`src/rtl/bsh_pkg.sv`:
```
// shared types, constants and helper functions for the byte stream hash
// no dependencies
package bsh_pkg;

   localparam int unsigned HASH_W       = 64;
   localparam int unsigned SHIFT_NARROW = 15;
   localparam int unsigned SHIFT_WIDE   = 31;
   localparam int unsigned SHIFT_MIX    = 6;
   localparam int unsigned SHIFT_BYTE   = 7;
   localparam int unsigned SHIFT_FIN_A  = 3;
   localparam int unsigned SHIFT_FIN_X  = 11;
   localparam int unsigned SHIFT_FIN_B  = 15;

   localparam logic [HASH_W-1:0] MASK_NARROW = 64'h0000_0000_FFFF_FFFF;
   localparam logic [HASH_W-1:0] MASK_WIDE   = 64'hFFFF_FFFF_FFFF_FFFF;

   typedef struct packed {
      logic [HASH_W-1:0] hash;
      logic [7:0]        first_rev;
      logic              wide;
   } fin_item_type;

   function automatic logic [HASH_W-1:0] mask_for(input logic wide);
      return wide ? MASK_WIDE : MASK_NARROW;
   endfunction

   function automatic logic [7:0] bit_rev8(input logic [7:0] b);
      logic [7:0] r;
      for (int k = 0; k < 8; k++) begin
         r[7-k] = b[k];
      end
      return r;
   endfunction

endpackage

```
`src/rtl/bsh_round.sv`:
```
// per-byte round: mode register, running hash state and the add/xor update
// depends on bsh_pkg
module bsh_round
   import bsh_pkg::*;
(
   input  logic         clock,
   input  logic         reset,
   input  logic         csr_write_enable,
   input  logic         csr_write_data,
   input  logic         req_valid,
   input  logic         req_stall,
   input  logic [7:0]   req_data_byte,
   input  logic         req_last_byte,
   output logic         fin_valid,
   output fin_item_type fin_item
);

   logic              wide_ff;
   logic              mid_ff;
   logic              mid_in;
   logic [HASH_W-1:0] hash_ff;
   logic [7:0]        first_rev_ff;
   logic              accept;
   logic [HASH_W-1:0] mask;
   logic [7:0]        rev_in;
   logic [7:0]        first_rev_use;
   logic [HASH_W-1:0] h_start;
   logic [HASH_W-1:0] h_shift;
   logic [HASH_W-1:0] h_sum;
   logic [HASH_W-1:0] h_round;

   always_comb begin
      accept        = req_valid && !req_stall;
      mask          = mask_for(wide_ff);
      rev_in        = bit_rev8(req_data_byte);
      h_start       = mid_ff ? (hash_ff & mask) : {56'd0, rev_in};
      first_rev_use = mid_ff ? first_rev_ff : rev_in;
      h_shift       = wide_ff ? (h_start >> SHIFT_WIDE) : (h_start >> SHIFT_NARROW);
      h_sum         = (h_start + ({49'd0, req_data_byte, 7'd0} | h_shift)) & mask;
      h_round       = h_sum ^ (h_sum >> SHIFT_MIX);
      mid_in        = accept ? !req_last_byte : mid_ff;
   end

   always_ff @(posedge clock) begin
      if (reset) begin
         wide_ff <= 1'b0;
         mid_ff  <= 1'b0;
      end else begin
         if (csr_write_enable) begin
            wide_ff <= csr_write_data;
         end
         mid_ff <= mid_in;
      end
   end

   always_ff @(posedge clock) begin
      if (accept) begin
         hash_ff      <= h_round;
         first_rev_ff <= first_rev_use;
      end
   end

   assign fin_valid          = accept && req_last_byte;
   assign fin_item.hash      = h_round;
   assign fin_item.first_rev = first_rev_use;
   assign fin_item.wide      = wide_ff;

`ifndef SYNTH
   a_last_ends_message: assert property (@(posedge clock) disable iff (reset)
      accept && req_last_byte |=> !mid_ff)
      else $error("message still open after last item");
   a_round_narrow: assert property (@(posedge clock) disable iff (reset)
      !wide_ff |-> h_round[63:32] == 32'd0)
      else $error("narrow round leaked into upper bits");
`endif

endmodule

```
`src/rtl/bsh_final.sv`:
```
// finalization pipeline: round result register, add/xor stage, output register
// depends on bsh_pkg
module bsh_final
   import bsh_pkg::*;
(
   input  logic         clock,
   input  logic         reset,
   input  logic         fin_valid,
   input  fin_item_type fin_item,
   output logic         in_stall,
   output logic         rsp_valid,
   input  logic         rsp_stall,
   output logic [63:0]  rsp_digest
);

   logic              v1_ff, v2_ff, v3_ff;
   logic              v1_in, v2_in, v3_in;
   fin_item_type      s1_ff;
   fin_item_type      s2_ff;
   fin_item_type      s2_in;
   logic [HASH_W-1:0] dig_ff;
   logic [HASH_W-1:0] dig_in;
   logic              wide3_ff;
   logic              move1, move2, move3;
   logic [HASH_W-1:0] m1, m2, a1;

   always_comb begin
      move3 = !v3_ff || !rsp_stall;
      move2 = !v2_ff || move3;
      move1 = !v1_ff || move2;
      in_stall = !move1;

      m1 = mask_for(s1_ff.wide);
      a1 = (s1_ff.hash + (s1_ff.hash << SHIFT_FIN_A)) & m1;
      s2_in.hash      = a1 ^ (a1 >> SHIFT_FIN_X);
      s2_in.first_rev = s1_ff.first_rev;
      s2_in.wide      = s1_ff.wide;

      m2 = mask_for(s2_ff.wide);
      dig_in = (s2_ff.hash + (s2_ff.hash << SHIFT_FIN_B) + {56'd0, s2_ff.first_rev}) & m2;

      v1_in = move1 ? fin_valid : v1_ff;
      v2_in = move2 ? v1_ff : v2_ff;
      v3_in = move3 ? v2_ff : v3_ff;
   end

   always_ff @(posedge clock) begin
      if (reset) begin
         v1_ff <= 1'b0;
         v2_ff <= 1'b0;
         v3_ff <= 1'b0;
      end else begin
         v1_ff <= v1_in;
         v2_ff <= v2_in;
         v3_ff <= v3_in;
      end
   end

   always_ff @(posedge clock) begin
      if (move1) begin
         s1_ff <= fin_item;
      end
      if (move2) begin
         s2_ff <= s2_in;
      end
      if (move3) begin
         dig_ff   <= dig_in;
         wide3_ff <= s2_ff.wide;
      end
   end

   assign rsp_valid  = v3_ff;
   assign rsp_digest = dig_ff;

`ifndef SYNTH
   a_narrow_digest: assert property (@(posedge clock) disable iff (reset)
      v3_ff && !wide3_ff |-> dig_ff[63:32] == 32'd0)
      else $error("narrow digest has upper bits set");
   a_stall_only_when_full: assert property (@(posedge clock) disable iff (reset)
      in_stall |-> v1_ff && v2_ff && v3_ff && rsp_stall)
      else $error("input stalled with room in the pipeline");
   a_stage2_held: assert property (@(posedge clock) disable iff (reset)
      v2_ff && !move3 |=> v2_ff && $stable(s2_ff))
      else $error("blocked stage two lost its item");
`endif

endmodule

```
`src/rtl/byte_stream_hash_32_64.sv`:
```
// byte stream hash, 32-bit or 64-bit, one message byte per item
// a last item accepted passes the round result, add/xor and output registers before its digest shows on rsp_valid
// throughput: one item per cycle while req_stall is low; the running hash round fits in the accept cycle
// finalization runs in a three-register pipeline that holds up to three digests
// reset is synchronous, active high: 32-bit mode, pipeline empty, awaiting first byte
// depends on bsh_pkg, bsh_round, bsh_final
module byte_stream_hash_32_64
   import bsh_pkg::*;
(
   input  logic        clock,
   input  logic        reset,
   input  logic        csr_write_enable,
   input  logic        csr_write_data,
   input  logic        req_valid,
   output logic        req_stall,
   input  logic [7:0]  req_data_byte,
   input  logic        req_last_byte,
   output logic        rsp_valid,
   input  logic        rsp_stall,
   output logic [63:0] rsp_digest
);

   logic         fin_valid;
   fin_item_type fin_item;

   bsh_round u_round (
      .clock            (clock),
      .reset            (reset),
      .csr_write_enable (csr_write_enable),
      .csr_write_data   (csr_write_data),
      .req_valid        (req_valid),
      .req_stall        (req_stall),
      .req_data_byte    (req_data_byte),
      .req_last_byte    (req_last_byte),
      .fin_valid        (fin_valid),
      .fin_item         (fin_item)
   );

   bsh_final u_final (
      .clock      (clock),
      .reset      (reset),
      .fin_valid  (fin_valid),
      .fin_item   (fin_item),
      .in_stall   (req_stall),
      .rsp_valid  (rsp_valid),
      .rsp_stall  (rsp_stall),
      .rsp_digest (rsp_digest)
   );

endmodule
```
`config.mk`:
```
export PLATFORM = sky130hd
export DESIGN_NAME = byte_stream_hash_32_64
export DESIGN_NICKNAME = d
export VERILOG_FILES = /design/src/rtl/bsh_pkg.sv /design/src/rtl/bsh_round.sv /design/src/rtl/bsh_final.sv /design/src/rtl/byte_stream_hash_32_64.sv
export SDC_FILE = /design/constraint.sdc
export NUM_CORES = 1
export LEC_CHECK = 0
export CORE_ASPECT_RATIO = 1.75
export CORE_UTILIZATION = 29
export CTS_BUF_LIST = sky130_fd_sc_hd__clkbuf_4 sky130_fd_sc_hd__clkbuf_8 sky130_fd_sc_hd__clkbuf_16
export CTS_CLUSTER_SIZE = 30
export DETAILED_ROUTE_END_ITERATION = 16
export DONT_BUFFER_PORTS = 1
export PLACE_DENSITY = 0.5
export SETUP_SLACK_MARGIN = 0.05
export SYNTH_ARGS = -nofsm -noshare
export SYNTH_HDL_FRONTEND = slang
export SYNTH_SLANG_ARGS = --single-unit
```
`constraint.sdc`:
```
create_clock -name clock -period 16.3 [get_ports clock]
set_input_delay 3.26 -clock clock [delete_from_list [all_inputs] [get_ports clock]]
set_output_delay 3.26 -clock clock [all_outputs]
set_load 0.02 [all_outputs]
```
* Word-level counts from Yosys, hierarchy flattened
Cells that the tools add are included.
** Storage, ports and cells
- Bits of input ports :: 15
- Flip-flop bits (word level) :: 287
** Operators by class
- Reductions and logical operators :: 11
- $add $sub $neg :: 4
- Muxes and demuxes :: 6
- Bitwise logic cells :: 7
** Operators by type and width (number)
- bitwise AND 64 bit :: 4
- two-way mux 64 bit :: 4
- adder 64 bit :: 3
- adder 64 x 8 -> 64 bit :: 1
- OR 15 x 64 -> 64 bit :: 1
- XOR 64 x 53 -> 64 bit :: 1
- XOR 64 x 58 -> 64 bit :: 1
- two-way mux 49 bit :: 1
- two-way mux 8 bit :: 1
- zero test 1 bit :: 6
- logical OR 1 bit :: 3
- logical AND 1 bit :: 2

* Logic depth before layout (Yosys ltp)
Gate-level depths: netlist of the first run.
- Word-level depth :: 8
- Depth in mapped cells :: 18
- Depth with buffers taken out :: 15

* By module
From an unflattened synthesis of the first run, not the netlist that was laid out.
** Unflattened totals
- Cell total of the unflattened synthesis :: 2165
- Area total of the unflattened synthesis :: 21227.9 sq um
** By module, submodules not included
- bsh_final :: area each 14372.5 sq um, times used 1, sequential area each 6366.1 sq um, cells an instance 1391
- bsh_round :: area each 6855.3 sq um, times used 1, sequential area each 2202.1 sq um, cells an instance 774

* Least setup slack after synthesis of the first run
Ideal clock, no wire load.
- Kind :: input -> output
- From :: in rsp_stall
- To :: out req_stall
- Path slack :: 6851 ps
- Cell stages on the path :: 2
- Data arrival time :: 6189 ps
- Buffers on the path :: 0
- Cells stage by stage :: nand4_1 inv_1
** On the way
- Longest elaborated chain between the ends :: 5
** RTL lines
- from (decl) :: line byte_stream_hash_32_64.sv:19 : input logic rsp_stall,
- zero test 1 bit :: line bsh_final.sv:28 : move3 = !v3_ff || !rsp_stall;
- logical OR 1 bit :: line bsh_final.sv:28
- logical OR 1 bit :: line bsh_final.sv:29 : move2 = !v2_ff || move3;
- logical OR 1 bit :: line bsh_final.sv:30 : move1 = !v1_ff || move2;
- zero test 1 bit :: line bsh_final.sv:31 : in_stall = !move1;
- to (decl) :: line byte_stream_hash_32_64.sv:15 : output logic req_stall,
No other way between the ends.

* Final worst setup path of the first run
Same ends and word-level chain as after synthesis.

==> results of run 1 <==
[final cells by class]
type,count,area (sq um)
sequential,287,8569
fill,7577,49810
multi-input combinational,1809,12370
clock buffer,31,688.2
tap,931,1165
timing repair buffer,11,82.58
clock inverter,16,166.4
inverter,65,244.0
antenna,1,2.502
[stage by stage]
stage / std cells / cell area, sq um / utilization (%)
2_1_floorplan: 2259 / 21540 / -
3_3_place_gp: 3103 / 22430 / 30.69
3_5_place_dp: 3103 / 22430 / 30.69
4_1_cts: 3150 / 23290 / 31.86
5_1_grt: 3150 / 23290 / 31.86
6_report: 3151 / 23290 / 31.86
[state kept, by name (all words and copies together), names as in the netlist]
register	count
u_round.first_rev_ff	8
u_round.hash_ff	64
u_final.s1_ff	73
u_round.mid_ff	1
u_final.rsp_digest	64
u_final.v2_ff	1
u_final.s2_ff	73
u_final.rsp_valid	1
u_round.wide_ff	1
u_final.v1_ff	1
[layer usage]
metal	track usage, %	routed length, um	part of all wire [%]	vias to the layer above
met1	16.47	23370	35	7887
li1	-	-	-	8227
met2	34.01	35800	54	375
met4	11.84	5013	7.6	0
met3	1.541	1708	2.6	160
met5	0	0	0	-
[placed cells by master (no fill, tap or decap), drive strengths merged, types with 6 or more instances in the layout]
cell / netlist / layout
edfxtp: 282 / 282
a21oi: 212 / 212
nand2: 204 / 204
nor2: 166 / 166
ha: 163 / 163
xnor2: 142 / 142
o21ai: 125 / 125
xor2: 116 / 116
a21o: 111 / 111
inv: 64 / 68
nand4: 63 / 63
and2: 46 / 46
and3: 42 / 42
nand3: 38 / 38
nor3: 38 / 38
o21bai: 35 / 35
clkbuf: 90 / 31
nand2b: 30 / 30
o21a: 27 / 27
a211oi: 23 / 23
o31ai: 17 / 17
o211ai: 16 / 16
a31oi: 16 / 16
nor2b: 15 / 15
a211o: 15 / 15
conb: 1 / 14
buf: 8 / 11
mux2i: 10 / 10
or3: 10 / 10
clkinv: 1 / 10
and4: 8 / 8
a41oi: 8 / 8
o2111ai: 7 / 7
a21boi: 7 / 7
a2111oi: 7 / 7
nor4: 6 / 6
mux2: 6 / 6
o41ai: 6 / 6
[cell families after synthesis]
family	share of synthesized area, %
simple gates	15.52
compound gates	20.28
flops	39.87
xor+xnor	10.86
fa+ha+maj	9.769
buf+inv	2.894
mux	0.7802
other cells	0.01745
[path summary, 6_finish.rpt]
| kind | start | endpoint | slack, ns | cells past startpoint |
|---|---|---|---|---|
| max | rsp_stall | req_stall | 8.69 | 2 |
| min | u_final.s1_ff[5] | u_final.s2_ff[5] | 0.42 | 0 |
| max reg2reg | u_round.mid_ff | u_round.hash_ff[42] | 10.88 | 17 |
| min reg2reg | u_final.s1_ff[5] | u_final.s2_ff[5] | 0.42 | 0 |
[power by group]
part           leakage (nW)  switching [mW]  internal, mW
sequential             3.18           0.167          1.05
combinational          6.14           0.744         0.467
clock                 0.425           0.289         0.339
==> impl_metrics.csv, run 1 <==
group,metric,value,unit
detailed_routing,drt-initial-drc-count,645,
setup_path,arrival,4.35,ns
setup_path,crit_buf_inv,1,
timing,worstMarginPinSlew,0.9507,ns
yosys,synth-seq-area-share,39.87,%
grt,overflow,0,
finish,area_growth,8.372,%
timing,fin_setup_tns,0,ns
yosys,async_reset_ff_share,0,%
setup_path,crit_required,13.04,ns
floorplan,die_x,207.8,um
placed_design,place_ws,8.587,ns
detailed_routing,drc,0,
hold_path,hp-class,"register to register",
placed_design,gp_congestion,0.9367,
clock_tree,clockBufferDepth,3,
detailed_routing,via_per_inst,5.284,
placed_design,hpwlAfterDp,53870,um
setup_path,cp_slowest_stage_delay,0.58,ns
grt,grt_antenna_before_repair,0,
power_and_ir_drop,vdd_ir_drop_max,70.43,uV
setup_path,worstPathMaxFanout,13,
clock_tree,ctsResizeCount,0,
clock_tree,cts_tree,"built",
detailed_routing,drtPass1Iterations,5,
setup_path,cp_top_family,"buffers and inverters",
grt,grt_max_degree,70,
detailed_routing,ant_nets,0,
yosys,yosysMostFrequentCell,"edfxtp_1",
yosys,synthTopCellsByCount,"edfxtp_1, a21oi_1, nand2_1",
floorplan,rows,131,
yosys,synth.area.top_cells,"edfxtp_1, ha_1, xnor2_1",
clock_tree,post-cts-setup-buffers,0,
yosys,synth_area_leader_cell,"edfxtp_1",
floorplan,ioPinCount,81,
timing,period_needed,7.606,ns
yosys,yosys_warnings,0,
grt,grt_pass1_vias,17180,
yosys,syn_inst,2246,
clock_tree,clk_latency,0.60,ns
clock_tree,cts_sinks,287,
setup_path,crit_path_end_kind,"primary output",
timing,fin_skew,0.03534,ns
setup_path,critPathSlowestCell,"inv_1",
finish,nets,2381,
setup_path,crit_type,"primary input to primary output",
timing,worst_hold_slack,0.4199,ns
run,maxCapViolCount,0,
detailed_routing,vias,16650,
timing,fin_crit_sh,46.66,%
setup_path,crit_chain,"nand4_1 -> inv_1",
clock_tree,root_buffer,"clkbuf_16",
clock_tree,clk_pin_slew,0.07,ns
yosys,synthesis.area,0.02149,sq mm
timing,final_max_slew_viol_count,0,
grt,globalRouteTotalUtil,17.16,%
clock_tree,cts_made_buffers,26,
floorplan,die_h,362.1,um
finish,drive_gt1_share,4.281,%
timing,setup_violations,0,
clock_tree,htreeDepth,1,
placed_design,port_buffers,0,
detailed_routing,routed_wl,65900,um
floorplan,coreArea,0.07310,sq mm
timing,maxSlewHeadroom,36.62,%
detailed_routing,drt-wirelength-per-cell,20.91,um
power_and_ir_drop,powerDensity,131.1,mW/mm^2
yosys,synth_edf_count,282,
timing,fin_ws,8.694,ns
yosys,synthFlopType,"edfxtp_1",
yosys,synth_top_area_share,39.40,%
timing,hold_viol_final,0,
floorplan,die_area,0.07524,sq mm
clock_tree,cts_hold_buf,0,
outcome,outcome,"completed",
floorplan,start_util,29.40,%
yosys,ys_types,90,
power_and_ir_drop,p_leak,9.747,nW
yosys,avgSynthCellArea,9.568,sq um
timing,rsz0062_at_grt,"false",
power_and_ir_drop,p_total,3.053,mW
grt,grt_pass1_wl,99320,um
timing,fmax,131.5,MHz
yosys,synth-seq-cells,287,
setup_path,crit_path_start_kind,"primary input",
No activity file was read; power rests on OpenSTA's default activity.
==> run 2, diff against run 1 <==
PLACE_DENSITY = 0.51   (was 0.5)
clock period = 6.9 ns   (was 16.3 ns; I/O delays follow)
==> run 2 against run 1 <==
  * Register-to-register slack worse by 9.0 ns
  * Worst setup slack got worse by 6.8 ns
  * Critical path depth is 12 higher
  * Count of clock-buffer cells in the layout unchanged
  * Routed wire length decreased by 0.23%
  * Flip-flop and latch count is the same
  * Non-clock buffer count grew 1
  * Clock power grew to 2.5 times the previous value
  * Design area grew 0.35%
  * Global-route usage about the same
  * Sequential power rose by 140%
  * Critical endpoint is now u_final.s1_ff[52]
  * Largest power group unchanged
==> impl_metrics.csv, run 2 (same netlist as run 1, synthesis figures left out) <==
group,metric,value,unit
outcome,outcome,"completed",
finish,layout_common_cells,"edfxtp_1, a21oi_1, nand2_1",
floorplan,rows,131,
setup_path,crit_type,"register to register",
clock_tree,post-cts-setup-buffers,0,
grt,globalRouteTotalUtil,17.14,%
setup_path,r2r_setup_slack,1.86,ns
grt,grt_pass1_vias,17430,
placed_design,dpl_cell_area,0.02244,sq mm
timing,setup_violations,0,
timing,period_needed,5.042,ns
timing,worstMarginPinSlew,0.9926,ns
power_and_ir_drop,pwr-share-clk,21.8,%
floorplan,coreArea,0.07310,sq mm
setup_path,crit_path_start_kind,"register",
run,maxCapViolCount,0,
hold_path,hp-class,"register to register",
setup_path,crit_required,7.21,ns
power_and_ir_drop,combPwrFrac,39.0,%
clock_tree,cts_made_buffers,27,
setup_path,arrival,5.36,ns
floorplan,die_area,0.07524,sq mm
setup_path,worstPathMaxFanout,41,
detailed_routing,ant_nets,0,
timing,rsz0062_at_grt,"false",
finish,biggestRegsByFlops,"u_final.s1_ff: 73 flops, u_final.s2_ff: 73 flops",
timing,fin_setup_tns,0,ns
timing,maxSlewHeadroom,33.83,%
floorplan,ioPinCount,81,
timing,hold_viol_final,0,
setup_path,rr_endpoint,"u_final.s1_ff[52]",
hold_path,holdPathEnd,"u_final.s2_ff[6]",
setup_path,crit_path_end_kind,"register",
grt,grt_pass1_wl,100100,um
hold_path,hp-start,"u_final.s1_ff[6]",
setup_path,worstReg2RegStart,"u_round.mid_ff",
clock_tree,cts_hold_buf,0,
finish,final_core_util,31.97,%
detailed_routing,drtPass1Iterations,5,
hold_path,whs_path_depth,0,
grt,grt_antenna_before_repair,0,
finish,layout_commonest_cell,"edfxtp_1",
detailed_routing,drc,0,
placed_design,port_buffers,0,
clock_tree,clk_latency,0.58,ns
clock_tree,clk_pin_slew,0.07,ns
placed_design,hpwlAfterDp,53690,um
grt,overflow,0,
finish,final_cell_area,0.02337,sq mm
setup_path,startpoint,"u_round.mid_ff",
floorplan,start_util,29.40,%
power_and_ir_drop,vdd_ir_drop_max,203.0,uV
setup_path,cp_slowest_stage_delay,0.80,ns
power_and_ir_drop,p_sw,2.859,mW
timing,final_max_slew_viol_count,0,
floorplan,die_h,362.1,um
power_and_ir_drop,seq_power_share,39.3,%
floorplan,die_x,207.8,um
power_and_ir_drop,switching_share,38.98,%
timing,worst_hold_slack,0.4201,ns
setup_path,r2r_cells,14,
clock_tree,clockBufferDepth,3,
finish,area_growth,8.756,%
timing,fin_skew,0.03478,ns
detailed_routing,routed_wl,65750,um
timing,fin_crit_sh,73.07,%
power_and_ir_drop,powerDensity,313.9,mW/mm^2
finish,nets,2383,
power_and_ir_drop,p_leak,9.777,nW
power_and_ir_drop,power.internal,4.476,mW
finish,fillers,7584,
detailed_routing,drt-initial-drc-count,799,
clock_tree,htreeDepth,1,
clock_tree,cts_sinks,287,
setup_path,crit_chain,"buf_4 -> nand2b_1 -> nand2_1 -> ha_1 -> o211ai_1 -> o211a_1 -> o311a_1 -> a2111o_1 -> o21ai_1 -> a31oi_2 -> o21ai_4 -> xnor2_1 -> xnor3_1 -> and2_1",
grt,grt_max_degree,75,
setup_path,critPathSlowestCell,"dfxtp_2",
power_and_ir_drop,p_total,7.336,mW
timing,fmax,198.3,MHz
clock_tree,root_buffer,"clkbuf_16",
clock_tree,cts_tree,"built",
detailed_routing,via_per_inst,5.301,
finish,drive_gt1_share,4.453,%
detailed_routing,drt-wirelength-per-cell,20.84,um
detailed_routing,vias,16730,
placed_design,gp_congestion,0.9559,
clock_tree,ctsResizeCount,0,
## run 2: changes by cell type in the layout (fill, tap and decap cells not counted), sizes merged
cell      before  now
clkinv        10    7
clkinvlp       1    4
bufinv         2    4
buf           11   12
inv           68   69
## run 2: metal layers
layer  part of all wire, %  routed length [um]  GRT usage [%]  up-vias
li1                      -                   -              -     8211
met1                    36               23660          16.73     7910
met4                   7.5                4900          12.00        0
met2                    54               35610          33.88      441
met5                     0                   0              0        -
met3                   2.4                1573          1.134      163
## run 2: area by class of cell
type                            count  area [sq um]  share of cell area [%]
Inverter                           65         244.0                   1.044
Sequential cell                   287          8569                   36.66
Tap cell                          931          1165                   4.984
Clock buffer                       31         705.7                   3.019
Antenna cell                        1         2.502                 0.01071
Clock inverter                     19         224.0                  0.9582
Timing Repair Buffer               12         90.09                  0.3854
Multi-Input combinational cell   1809         12370                   52.93
## run 2: critical path: cells and delay by family, from the launching register on
family	cells	cell delay, ns
adder cells (fa/ha/maj)	1	0.37
buffers and inverters	1	0.41
flip-flops	1	0.80
XOR/XNOR	2	0.61
AND/OR/NAND/NOR	3	0.42
AO/OA/AOI/OAI	7	2.12
## run 2: how the worst max path moves through the flow
| stage | end | slack (ns) | cells after the start |
|---|---|---|---|
| after floorplan | u_round.mid_ff | 1.10 | 4 |
| after global placement | u_final.s1_ff[52] | 1.82 | 13 |
| after detailed placement | u_final.s1_ff[52] | 1.81 | 13 |
| after CTS | u_final.s1_ff[52] | 1.89 | 14 |
| after global routing | u_final.s1_ff[52] | 1.63 | 14 |
| final | u_final.s1_ff[52] | 1.86 | 14 |
## run 2: through the flow
stage	cells	worst slack (ns)
after global placement	3104	1.817
after CTS	3154	1.891
after global routing	3154	1.629
final	3155	1.858
after floorplan	2259	1.103
after detailed placement	3104	1.812
## run 2: power groups by stage
stage / combinational (mW) / clock, mW / sequential [mW]
floorplan: 2.18 / 0 / 2.78
global placement: 2.82 / 0 / 2.92
detailed placement: 2.84 / 0 / 2.92
CTS: 2.86 / 1.64 / 2.89
global route: 3.16 / 1.69 / 2.91
finish: 2.86 / 1.60 / 2.88
==> run 3, diff against run 2 <==
PLACE_DENSITY = 0.5   (was 0.51)
clock period = 4.7 ns   (was 6.9 ns; I/O delays follow)
==> run 3 against run 2 <==
  * Routed wire length is 1.2% higher
  * Critical path type unchanged
  * Core utilization up 0.33 points
  * Global-route usage grew 0.16 points
  * Combinational power increased by 49%
  * Highest routed layer unchanged
  * Count of clock-buffer cells in the layout unchanged
  * Cell count is 0.95% higher
==> impl_metrics.csv, run 3 (same netlist as run 1, synthesis figures left out) <==
group,metric,value,unit
setup_path,worstPathMaxFanout,28,
detailed_routing,drc,0,
setup_path,crit_path_end_kind,"register",
grt,grt_pass1_wl,100600,um
detailed_routing,ant_nets,0,
power_and_ir_drop,powerDensity,455.9,mW/mm^2
grt,grt_antenna_before_repair,0,
clock_tree,root_buffer,"clkbuf_16",
timing,maxSlewHeadroom,33.99,%
floorplan,die_h,362.1,um
clock_tree,cts_tree,"built",
power_and_ir_drop,p_leak,9.937,nW
placed_design,gp_congestion,0.9447,
setup_path,crit_required,5.08,ns
floorplan,coreArea,0.07310,sq mm
clock_tree,clockBufferDepth,3,
setup_path,crit_path_start_kind,"register",
setup_path,arrival,4.87,ns
timing,fin_skew,0.01273,ns
detailed_routing,drt-initial-drc-count,840,
placed_design,place_ws,-0.03224,ns
finish,layout_commonest_cell,"edfxtp_1",
setup_path,crit_chain,"buf_4 -> buf_4 -> nand2_1 -> nor2_1 -> ha_1 -> o21ai_0 -> nand2b_1 -> a21oi_1 -> o21ai_0 -> a31oi_1 -> a31oi_1 -> buf_4 -> a21o_1 -> and4_1 -> or2_2 -> mux2i_1",
clock_tree,clk_pin_slew,0.07,ns
floorplan,die_x,207.8,um
placed_design,place_inst,3130,
finish,nets,2412,
floorplan,die_area,0.07524,sq mm
clock_tree,cts_sinks,287,
setup_path,cp_slowest_stage_delay,0.54,ns
timing,rsz0062_at_grt,"true",
grt,grt_max_degree,64,
detailed_routing,drtPass1Iterations,5,
timing,setup_violations,0,
power_and_ir_drop,combPwrFrac,39.6,%
setup_path,cp_top_family,"compound AO/OA/AOI/OAI gates",
finish,n_antenna_cell,0,
setup_path,crit_type,"register to register",
finish,layout_common_cells,"edfxtp_1, a21oi_1, nand2_1",
setup_path,critPathSlowestCell,"dfxtp_4",
placed_design,port_buffers,0,
timing,hold_viol_final,0,
outcome,outcome,"completed",
finish,area_growth,9.874,%
finish,biggestRegsByFlops,"u_final.s1_ff: 73 flops, u_final.s2_ff: 73 flops",
grt,grt_pass1_vias,17210,
timing,period_needed,4.490,ns
detailed_routing,via_per_inst,5.278,
detailed_routing,drt-wirelength-per-cell,20.90,um
run,maxCapViolCount,0,
timing,fmax,222.7,MHz
floorplan,rows,131,
setup_path,crit_buf_inv,3,
power_and_ir_drop,vdd_ir_drop_max,367.3,uV
floorplan,ioPinCount,81,
detailed_routing,vias,16810,
clock_tree,clk_latency,0.59,ns
placed_design,hpwlAfterDp,54680,um
clock_tree,htreeDepth,1,
timing,fin_ws,0.2102,ns
grt,globalRouteTotalUtil,17.31,%
floorplan,start_util,29.40,%
power_and_ir_drop,p_sw,4.256,mW
power_and_ir_drop,pwr-share-clk,21.2,%
finish,drive_gt1_share,5.723,%
clock_tree,cts_made_buffers,29,
finish,fin_cells,3185,
power_and_ir_drop,switching_share,39.54,%
power_and_ir_drop,seq_power_share,39.3,%
power_and_ir_drop,power.internal,6.509,mW
hold_path,hp-class,"primary input to register",
timing,final_max_slew_viol_count,0,
detailed_routing,routed_wl,66560,um
timing,worstMarginPinSlew,0.9872,ns
grt,overflow,0,
setup_path,crit_path_frequent_cell,"buf_4",
timing,fin_crit_sh,95.53,%
-- run 3: cell types whose count changed in the layout (fill, tap and decap cells not counted), sizes merged --
cell      delta
bufinv       -3
clkinv       +9
buf         +27
diode        -1
inv          +1
clkinvlp     -3
-- run 3: layer usage --
| metal | track usage (%) | part of all wire, % | up-vias |
|---|---|---|---|
| met3 | 1.368 | 2.7 | 174 |
| met1 | 17.13 | 36 | 7928 |
| met5 | 0 | 0 | - |
| met2 | 33.47 | 53 | 427 |
| met4 | 12.71 | 7.7 | 0 |
| li1 | - | - | 8281 |
-- run 3: final cells by class --
| cell class | count | area [sq um] |
|---|---|---|
| Timing Repair Buffer | 39 | 317.8 |
| Fill cell | 7482 | 49490 |
| Clock inverter | 23 | 178.9 |
| Sequential cell | 287 | 8572 |
| Multi-Input combinational cell | 1809 | 12390 |
| Clock buffer | 31 | 740.7 |
| Inverter | 65 | 244.0 |
| Tap cell | 931 | 1165 |
-- run 3: power groups by stage --
| stage | sequential, mW | combinational (mW) | clock [mW] |
|---|---|---|---|
| after global routing | 4.27 | 4.71 | 2.45 |
| after global placement | 4.29 | 4.23 | 0 |
| final | 4.23 | 4.26 | 2.28 |
| after floorplan | 4.08 | 3.20 | 0 |
| after CTS | 4.24 | 4.28 | 2.36 |
| after detailed placement | 4.29 | 4.25 | 0 |
-- run 3: path summary, 6_finish.rpt --
check                                      start                end  slack (ns)  depth (start not counted)
worst max-delay path              u_round.mid_ff  u_final.s1_ff[57]        0.21                         16
worst min-delay path                       reset      u_final.v2_ff        0.42                          1
worst max register to register    u_round.mid_ff  u_final.s1_ff[57]        0.21                         16
worst min register to register  u_final.s1_ff[4]   u_final.s2_ff[4]        0.43                          0
-- run 3: metrics by stage --
step	area, sq um	TNS (ns)	hold WS, ns	util, %	power, mW
2_1_floorplan	21540	-12.93	0.4003	-	7.272
3_3_place_gp	22660	-0.08154	0.4097	31.00	8.519
3_5_place_dp	22660	-0.06446	0.4170	31.00	8.540
4_1_cts	23580	0	0.3790	32.26	10.88
5_1_grt	23610	0	0.3989	32.30	11.43
6_report	23610	0	0.4167	32.30	10.77
-- run 3: what timing repair did --
item | CTS | global route
setup buffers | 0 | 1
resized for setup | 1 | 3
hold buffers | 0 | 0
pin swaps | 0 | 1
endpoints found under the setup margin | 2 | 6
endpoints found under the hold margin | 0 | 0
